**src/hw/rtl/arfr_pkg.sv**
```systemverilog
// ----------------------------------------------------------------------------
// arfr_pkg
// Shared codes and types for the addressed reply frame receiver.
// ----------------------------------------------------------------------------
`default_nettype none

package arfr_pkg;

   // action codes carried in req_tuser
   localparam logic [1:0] ACT_ARM  = 2'd0;
   localparam logic [1:0] ACT_BYTE = 2'd1;
   localparam logic [1:0] ACT_TICK = 2'd2;

   // status codes carried in rsp_tuser
   localparam logic [1:0] ST_OK      = 2'd0;
   localparam logic [1:0] ST_TIMEOUT = 2'd1;
   localparam logic [1:0] ST_BADSUM  = 2'd2;

   // configuration register indexes
   localparam logic [1:0] CSR_ADDRESS = 2'd0;
   localparam logic [1:0] CSR_LENGTH  = 2'd1;
   localparam logic [1:0] CSR_TIMEOUT = 2'd2;

   localparam logic [7:0]  RST_ADDRESS = 8'd1;
   localparam logic [3:0]  RST_LENGTH  = 4'd3;
   localparam logic [15:0] RST_TIMEOUT = 16'd5;
   localparam logic [15:0] TICK_MAX    = 16'hFFFF;

   typedef enum logic [2:0] {
      PH_IDLE    = 3'b001,
      PH_SEARCH  = 3'b010,
      PH_COLLECT = 3'b100
   } phase_type;

   typedef struct packed {
      logic [7:0]  address;
      logic [3:0]  length;
      logic [15:0] timeout;
   } cfg_type;

endpackage

`default_nettype wire

```
**src/hw/rtl/arfr_frame.sv**
```systemverilog
// ----------------------------------------------------------------------------
// arfr_frame
// Frame search, collection, checksum and timeout state for one receive try.
// ----------------------------------------------------------------------------
`default_nettype none

module arfr_frame #(
   parameter int MaxFrameBytes = 8
) (
   input  wire logic                 clock,
   input  wire logic                 reset,
   input  wire arfr_pkg::cfg_type    cfg_i,
   input  wire logic                 accept_i,
   input  wire logic [1:0]           action_i,
   input  wire logic [7:0]           rx_byte_i,
   output logic                      res_valid_o,
   output logic [1:0]                res_status_o,
   output logic [((MaxFrameBytes > 2) ? (MaxFrameBytes - 2) * 8 : 8) - 1:0] res_payload_o
);
   import arfr_pkg::*;

   localparam int         PayloadBits = (MaxFrameBytes > 2) ? (MaxFrameBytes - 2) * 8 : 8;
   localparam int         PosBits     = (MaxFrameBytes > 2) ? $clog2(MaxFrameBytes) : 1;
   localparam logic [3:0] MaxLen      = 4'(MaxFrameBytes);

   phase_type              phase_ff, phase_in;
   logic [PosBits-1:0]     pos_ff, pos_in;
   logic [7:0]             sum_ff, sum_in;
   logic [15:0]            ticks_ff, ticks_in;
   logic [PayloadBits-1:0] shift_ff, shift_in;
   logic [3:0]             eff_len;
   logic [3:0]             last_pos;
   logic [15:0]            ticks_inc;

   always_comb begin
      if (cfg_i.length < 4'd2) begin
         eff_len = 4'd2;
      end else if (cfg_i.length > MaxLen) begin
         eff_len = MaxLen;
      end else begin
         eff_len = cfg_i.length;
      end
      last_pos  = eff_len - 4'd1;
      ticks_inc = (ticks_ff == TICK_MAX) ? ticks_ff : ticks_ff + 16'd1;
   end

   always_comb begin
      phase_in      = phase_ff;
      pos_in        = pos_ff;
      sum_in        = sum_ff;
      ticks_in      = ticks_ff;
      shift_in      = shift_ff;
      res_valid_o   = 1'b0;
      res_status_o  = ST_OK;
      res_payload_o = '0;
      if (accept_i) begin
         case (action_i)
            ACT_ARM: begin
               phase_in = PH_SEARCH;
               pos_in   = '0;
               sum_in   = '0;
               ticks_in = '0;
               shift_in = '0;
            end
            ACT_TICK: begin
               if (phase_ff != PH_IDLE) begin
                  ticks_in = ticks_inc;
                  if (ticks_inc >= cfg_i.timeout) begin
                     res_valid_o  = 1'b1;
                     res_status_o = ST_TIMEOUT;
                     phase_in     = PH_IDLE;
                  end
               end
            end
            ACT_BYTE: begin
               if (phase_ff == PH_SEARCH) begin
                  if (rx_byte_i == cfg_i.address) begin
                     sum_in   = rx_byte_i;
                     pos_in   = PosBits'(1);
                     phase_in = PH_COLLECT;
                  end
               end else if (phase_ff == PH_COLLECT) begin
                  if (4'(pos_ff) >= last_pos) begin
                     res_valid_o = 1'b1;
                     phase_in    = PH_IDLE;
                     if (rx_byte_i == sum_ff) begin
                        res_status_o  = ST_OK;
                        res_payload_o = shift_ff;
                     end else begin
                        res_status_o = ST_BADSUM;
                     end
                  end else begin
                     sum_in   = sum_ff + rx_byte_i;
                     shift_in = (shift_ff << 8) | PayloadBits'(rx_byte_i);
                     pos_in   = pos_ff + PosBits'(1);
                  end
               end
            end
            default: begin
            end
         endcase
      end
   end

   always_ff @(posedge clock) begin
      if (reset) begin
         phase_ff <= PH_IDLE;
         pos_ff   <= '0;
         sum_ff   <= '0;
         ticks_ff <= '0;
      end else begin
         phase_ff <= phase_in;
         pos_ff   <= pos_in;
         sum_ff   <= sum_in;
         ticks_ff <= ticks_in;
      end
   end

   always_ff @(posedge clock) begin
      shift_ff <= shift_in;
   end

endmodule

`default_nettype wire

```
**src/hw/rtl/addressed_reply_frame_receiver.sv**
```systemverilog
// ----------------------------------------------------------------------------
// addressed_reply_frame_receiver
// Receives one fixed-length addressed reply frame with an additive checksum.
// ----------------------------------------------------------------------------
// Usage:
//   req channel: one item per arm, received byte or time tick. req_tuser
//   carries the action, req_tdata the byte. An arm item starts a search for
//   the address byte and clears the tick counter.
//   rsp channel: one item per finished try: rsp_tuser carries the status
//   (ok, timeout, checksum mismatch), rsp_tdata the payload with the first
//   byte most significant (zero on failure).
//   csr port: expected address, frame length and timeout; write only while
//   no item is in flight.
// Timing:
//   Each item is handled in the cycle it is accepted; a result shows on rsp
//   in the cycle after. One item per cycle is accepted while req_tready is
//   high, i.e. while rsp is empty or its result is being taken.
//   While rsp holds an untaken result, req_tready stays low; it rises again
//   in the cycle the result is taken, so the stream keeps full rate.
// Reset:
//   Synchronous. The receiver goes idle, the result register empties and the
//   registers return to address 1, length 3, timeout 5.
// ----------------------------------------------------------------------------
`default_nettype none

module addressed_reply_frame_receiver #(
   parameter int MaxFrameBytes = 8
) (
   input  wire logic        clock,
   input  wire logic        reset,
   input  wire logic        req_tvalid,
   output logic             req_tready,
   input  wire logic [7:0]  req_tdata,   // [7:0] rx_byte
   input  wire logic [1:0]  req_tuser,   // [1:0] action
   output logic             rsp_tvalid,
   input  wire logic        rsp_tready,
   output logic [((MaxFrameBytes > 2) ? (MaxFrameBytes - 2) * 8 : 8) - 1:0] rsp_tdata,
                                         // payload
   output logic [1:0]       rsp_tuser,   // [1:0] status
   input  wire logic        csr_we,
   input  wire logic [1:0]  csr_index,
   input  wire logic [15:0] csr_wdata
);
   import arfr_pkg::*;

   localparam int PayloadBits = (MaxFrameBytes > 2) ? (MaxFrameBytes - 2) * 8 : 8;

   cfg_type                cfg_ff;
   logic                   accept;
   logic                   res_valid;
   logic [1:0]             res_status;
   logic [PayloadBits-1:0] res_payload;
   logic                   valid_ff;
   logic [1:0]             status_ff;
   logic [PayloadBits-1:0] payload_ff;

   always_ff @(posedge clock) begin
      if (reset) begin
         cfg_ff.address <= RST_ADDRESS;
         cfg_ff.length  <= RST_LENGTH;
         cfg_ff.timeout <= RST_TIMEOUT;
      end else if (csr_we) begin
         case (csr_index)
            CSR_ADDRESS: cfg_ff.address <= csr_wdata[7:0];
            CSR_LENGTH:  cfg_ff.length  <= csr_wdata[3:0];
            CSR_TIMEOUT: cfg_ff.timeout <= csr_wdata;
            default: begin
            end
         endcase
      end
   end

   assign req_tready = !valid_ff || rsp_tready;
   assign accept     = req_tvalid && req_tready;

   arfr_frame #(
      .MaxFrameBytes(MaxFrameBytes)
   ) u_frame (
      .clock        (clock),
      .reset        (reset),
      .cfg_i        (cfg_ff),
      .accept_i     (accept),
      .action_i     (req_tuser),
      .rx_byte_i    (req_tdata),
      .res_valid_o  (res_valid),
      .res_status_o (res_status),
      .res_payload_o(res_payload)
   );

   always_ff @(posedge clock) begin
      if (reset) begin
         valid_ff <= 1'b0;
      end else if (req_tready) begin
         valid_ff <= res_valid;
      end
   end

   always_ff @(posedge clock) begin
      if (req_tready && res_valid) begin
         status_ff  <= res_status;
         payload_ff <= res_payload;
      end
   end

   assign rsp_tvalid = valid_ff;
   assign rsp_tuser  = status_ff;
   assign rsp_tdata  = payload_ff;

endmodule

`default_nettype wire

```
**config.mk**
```make
export PLATFORM = sky130hd
export DESIGN_NAME = addressed_reply_frame_receiver
export DESIGN_NICKNAME = d
export VERILOG_FILES = /design/src/hw/rtl/arfr_pkg.sv /design/src/hw/rtl/arfr_frame.sv /design/src/hw/rtl/addressed_reply_frame_receiver.sv
export SDC_FILE = /design/constraint.sdc
export NUM_CORES = 1
export LEC_CHECK = 0
export BUFFER_PORTS_ARGS = -buffer_cell sky130_fd_sc_hd__buf_4
export CORE_ASPECT_RATIO = 1.2
export CORE_UTILIZATION = 59
export DETAILED_ROUTE_END_ITERATION = 8
export HOLD_SLACK_MARGIN = 0.12
export MAX_ROUTING_LAYER = met4
export PLACE_DENSITY = 0.91
export SETUP_SLACK_MARGIN = 0.05
export SLEW_MARGIN = 20
export SYNTH_ARGS = -nofsm -noshare
export SYNTH_HDL_FRONTEND = slang
export SYNTH_SLANG_ARGS = --single-unit
```
**constraint.sdc**
```tcl
create_clock -name clock -period 6.45 [get_ports clock]
set_clock_uncertainty 0.1 [all_clocks]
set_input_delay 0.3225 -clock clock [delete_from_list [all_inputs] [get_ports clock]]
set_output_delay 0.3225 -clock clock [all_outputs]
set_load 0.02 [all_outputs]
```
; After elaboration in Yosys (flattened, before gate mapping)
; Cells that the tools add are included.
[totals]
inputBits = 33
output_inout_bits = 52
regBits = 157
word_cells = 101
[classes]
bitwise = 6
order_cmp = 4
n_eq_ne = 19
reduce_logical = 17
mux = 40
add_sub_neg = 4
[ops]
columns = operator, n
row1 = $mux 48, 3
row2 = $pmux 48 s2, 1
row3 = $or 48x8->48, 1
row4 = $mux 16, 2
row5 = $mux 8, 4
row6 = $pmux 16 s2, 1
row7 = $mux 3, 10
row8 = $add 16x1->16 const B, 1
row9 = $eq 16x16->1 const B, 1
row10 = $eq 8x8->1, 2
row11 = $ge 16x16->1, 1
row12 = $pmux 8 s2, 1
row13 = $mux 2, 5
row14 = $reduce_and 5->1, 2
row15 = $ne 3x1->1 const B, 3
row16 = $pmux 3 s3, 1
row17 = $add 8x8->8, 1
row18 = $mux 4, 2
row19 = $mux 1, 7
row20 = $reduce_and 7->1, 1
row21 = $ne 2x1->1 const B, 3
row22 = $pmux 3 s2, 1
row23 = $reduce_and 2->1, 3
row24 = $reduce_or 6->1, 1
row25 = other kinds (22), 32

; Logic depth before layout (Yosys ltp)
[logic_depth]
word_depth = 11
ltp_mapped = 17
mapped_depth_nobuf = 13

; By module
; A second synthesis with hierarchy kept.
[hier_totals]
cells_unflattened = 688
hier_area_um2 = 7619.8
[by_module_without_submodules]
columns = mod, cells_per_inst, n_inst, area_per_inst_um2, seq_area_each_um2
row1 = arfr_frame, 519, 1, 4885.9, 2042.0
row2 = addressed_reply_frame_receiver, 169, 1, 2733.9, 2082.0

; Least setup slack after synthesis
; No wires, ideal clock.
[synth_path]
path_type = register -> register
start = register u_frame.ticks_ff[2]
end = register payload_ff[0] (netlist: rsp_tdata[0]), enable pin
arrival_ns = 5.336
slack_ns = 0.540
stages_incl_launch_ff = 14
setup_time_ns = 0.474
path_buffers = 1
required_time_ns = 5.876
period_less_slack_ns = 5.910
cell_sequence = dfxtp_1 > clkbuf_1 > nand4_1 > nor2_1 > nand2_1 > nor2_1 > mux2_2 > ha_1 > and4_1 > nand2_1 > or4_1 > nand3_1 > nand3_1 > a21oi_1
[synth_via]
elab_chain_cells = 8
word_cells_on_any_way = 9
classes_between = add/sub (1) / order compare (1) / eq/ne (1) / mux (5) / reduce/logical (1)
[synth_rtl]
columns = item, line_no
row1 = "start, declared", arfr_frame.sv:29  ; logic [15:0] ticks_ff, ticks_in;
row2 = "start signal, assigned", arfr_frame.sv:115  ; ticks_ff <= ticks_in;
row3 = $add 16x1->16 or $eq 16x16->1 (tied branches), arfr_frame.sv:44  ; ticks_inc = (ticks_ff == TICK_MAX) ? ticks_ff : ticks_ff + 16'd1;
row4 = $mux 16 (*), arfr_frame.sv:44
row5 = $ge 16x16->1 (*), arfr_frame.sv:68  ; if (ticks_inc >= cfg_i.timeout) begin
row6 = $mux 1 (*), arfr_frame.sv:68
row7 = $mux 1 (*), arfr_frame.sv:66  ; if (phase_ff != PH_IDLE) begin
row8 = $pmux 1 s2 (*), arfr_frame.sv:57  ; case (action_i)
row9 = $mux 1 (*), arfr_frame.sv:56  ; if (accept_i) begin
row10 = $logic_and 1x1->1 (*), addressed_reply_frame_receiver.sv:99  ; if (req_tready && res_valid) begin
row11 = "end signal, assigned", addressed_reply_frame_receiver.sv:101  ; payload_ff <= res_payload;
row12 = "end, declared", addressed_reply_frame_receiver.sv:55  ; logic [PayloadBits-1:0] payload_ff;
; Every way passes the cells marked *; elsewhere a longest branch is shown, timed or not.
; A chain may end at the register's enable or synchronous reset.

; Worst setup path after layout
[layout_path]
start = register u_frame.ticks_ff[6]
end = register payload_ff[44] (netlist: rsp_tdata[44]), enable pin
; The elaborated chain is that of the path after synthesis.

==> results.cfg <==
[run_status]
status = finished clean

[synthesis]
yosysMostFrequentCell = edfxtp_1
yosys-top-cells-area = edfxtp_1 39%, dfxtp_1 16%, and2_1 8.1%
synth-seq-cells = 157
synth-seq-area-share_pct = 55.3
syn_nets = 759
synth_top_area_share_pct = 39.4
synthFlopType = edfxtp_1
synth.distinct_cells = 62
synth_common_cells = 98 x edfxtp_1, 97 x and2_1, 69 x nand2_1
synth_top_cell_by_area = edfxtp_1
synth_warnings = 0
syn_area_um2 = 7460
synth_edf_count = 98
async_flop_share_pct = 0
synth.avg_cell_area_um2 = 10.8
syn_inst = 692

[cts]
cts_setup_buffers = 0
cts_buffers = 17
clock_latency_ns = 0.43
clkTransAtPathRegs_ns = 0.06
cts-root-buf = clkbuf_16
cts_tree = built
cts_sinks = 157
htreeDepth = 4
cts_buffer_depth = 2

[power]
cellLeakagePower_nw = 3.53
finalPower_mw = 2.15
peakVddDrop_mv = 0.191
pwr-share-seq_pct = 50.3
p_int_mw = 1.64
p_sw_uw = 515
comb_power_share_pct = 6.2
p_sw_share_pct = 23.9
clkPwrFrac_pct = 43.5
power.density_nw_per_um2 = 241

[sta]
rsz0062_at_grt = no
fin_crit_sh_pct = 75.3
tightest_slew_ns = 0.907
finalHoldViolCount = 0
max_slew_margin_pct = 39.3
fin_crit_ns = 4.86
drv_slew = 0
setup_viol = 0
totalNegativeSetupSlack_ns = 0
fmax_mhz = 206

[setup_path]
critPathKind = reg2reg
start_kind = flop
end_kind = flop
arrival_ns = 4.84
critPathMaxFanout = 30
worstPathRequired_ns = 6.43

[grt]
grt.total_usage_pct = 25.7
antenna_found_initial = 0
grt_pass1_vias = 5409
grt_pass1_wl_um = 25800
grt_max_degree = 64
grt_overflow = 0

[layout]
fillerInstances = 814
syn_to_final_growth_pct = 19.5
fin_nets = 850
drive_gt1_share_pct = 16.7
antennaDiodeCount = 0

[drt]
wire_per_inst_um = 16.3
via_per_inst = 5.68
vias = 5432
drc = 0
top_layer = met4
dr.pass1.iters = 5
wl_met3_um = 856
met1_length_um = 6420
wirelength_um = 15600
wl_met2_um = 8090
ant_nets = 0
drt_iter0_markers = 344

[floorplanning]
start_util_pct = 61.1
core_um2 = 12200
dieArea_um2 = 13100
io_pins = 85
die_height_um = 125
die_x_um = 105
rows = 44

[place]
globalplace.congestion = 0.916
port_buffers = 84
hpwlAfterDp_um = 10500

[flow_run]
maxCapViolations = 0

[worst_hold_path]
hp-class = in2reg
worst paths after layout:
path                            cells after the start                   to  slack, ns                 from
worst max-delay path                               13        rsp_tdata[44]       1.59  u_frame.ticks_ff[6]
worst min-delay path                                2  u_frame.shift_ff[1]       0.14         req_tdata[1]
worst max register to register                     13        rsp_tdata[44]       1.59  u_frame.ticks_ff[6]
worst min register to register                      2            cfg_ff[6]       0.36            cfg_ff[6]
stage by stage:
step                utilization (%)  setup WS (ns)  area (um2)  hold slack, ns  cells
global placement               67.1           1.75        8200           0.346    908
CTS                            72.9           1.62        8910           0.135    956
finish                         73.0           1.59        8920           0.143    957
detailed placement             67.1           1.66        8200           0.349    908
global route                   73.0           1.22        8920           0.134    957
floorplan                         -          0.540        7460           0.336    692
what timing repair did:
action / CTS / global route
resized for setup: 0 / 0
endpoints found under the hold margin: 27 / 0
hold buffers: 16 / 0
critical path, stage by stage (launching register included):
cell and delay [ns]:
dfxtp_1 0.46, nand4_1 0.15, or3_1 0.46, nor3_1 0.54, nor2_1 0.15, xnor2_1 0.18
ha_1 0.29, and4_1 0.20, nand2_1 0.06, or4_1 0.54, nand3_1 0.17, nand3_1 0.14
a21oi_4 0.60, buf_4 0.46
power by group through the flow:
stage	Combinational (mW)	Sequential, mW	Clock, mW
after floorplan	0.0825	1.10	0
after global placement	0.116	1.10	0
after detailed placement	0.122	1.11	0
after CTS	0.131	1.08	0.942
after global routing	0.147	1.09	0.985
final	0.133	1.08	0.937
sequential cells by signal, summed over array words and instances (netlist names):
register / flops
u_frame.pos_ff: 3
u_frame.ticks_ff: 16
u_frame.sum_ff: 8
rsp_tuser: 2
u_frame.shift_ff: 48
u_frame.phase_ff: 3
rsp_tdata: 48
rsp_tvalid: 1
cfg_ff: 28
routing by layer:
metal,GRT usage [%],up-vias
met5,-,-
met4,8.95,0
met3,4.74,20
met2,44.1,184
met1,30.4,2606
li1,-,2622
layout make-up:
class / count / area, um2 / area share (%)
clock inverters: 14 / 126 / 1.42
clock buffers: 18 / 429 / 4.81
flip-flops and latches: 157 / 4120 / 46.2
well taps: 161 / 201 / 2.26
repair buffers: 105 / 832 / 9.33
multi-input cells: 472 / 3100 / 34.7
inverters: 30 / 113 / 1.26
cells in the final DEF (no fill, tap or decap), types with 14 or more instances in the layout:
cell           instances
inv_1                 30
nand2_1               69
o21ai_0               22
nand3_1               18
clkbuf_16             17
ha_1                  32
buf_4                 88
nand2b_1              14
nor2_1                37
edfxtp_1              98
dlygate4sd3_1         16
a21oi_1               36
and2_1                97
dfxtp_1               59
cells by family after synthesis:
group | count (synthesis) | share of synthesized area (%)
DFF | 157 | 55.3
muxes | 14 | 1.93
xor gates and xnor gates | 23 | 2.70
and+or+nand+nor | 284 | 20.3
buffers and inverters | 63 | 3.62
AOI/OAI and AO/OA | 117 | 10.4
adders and majority gates | 34 | 5.80
No activity file was read; power rests on OpenSTA's default activity.
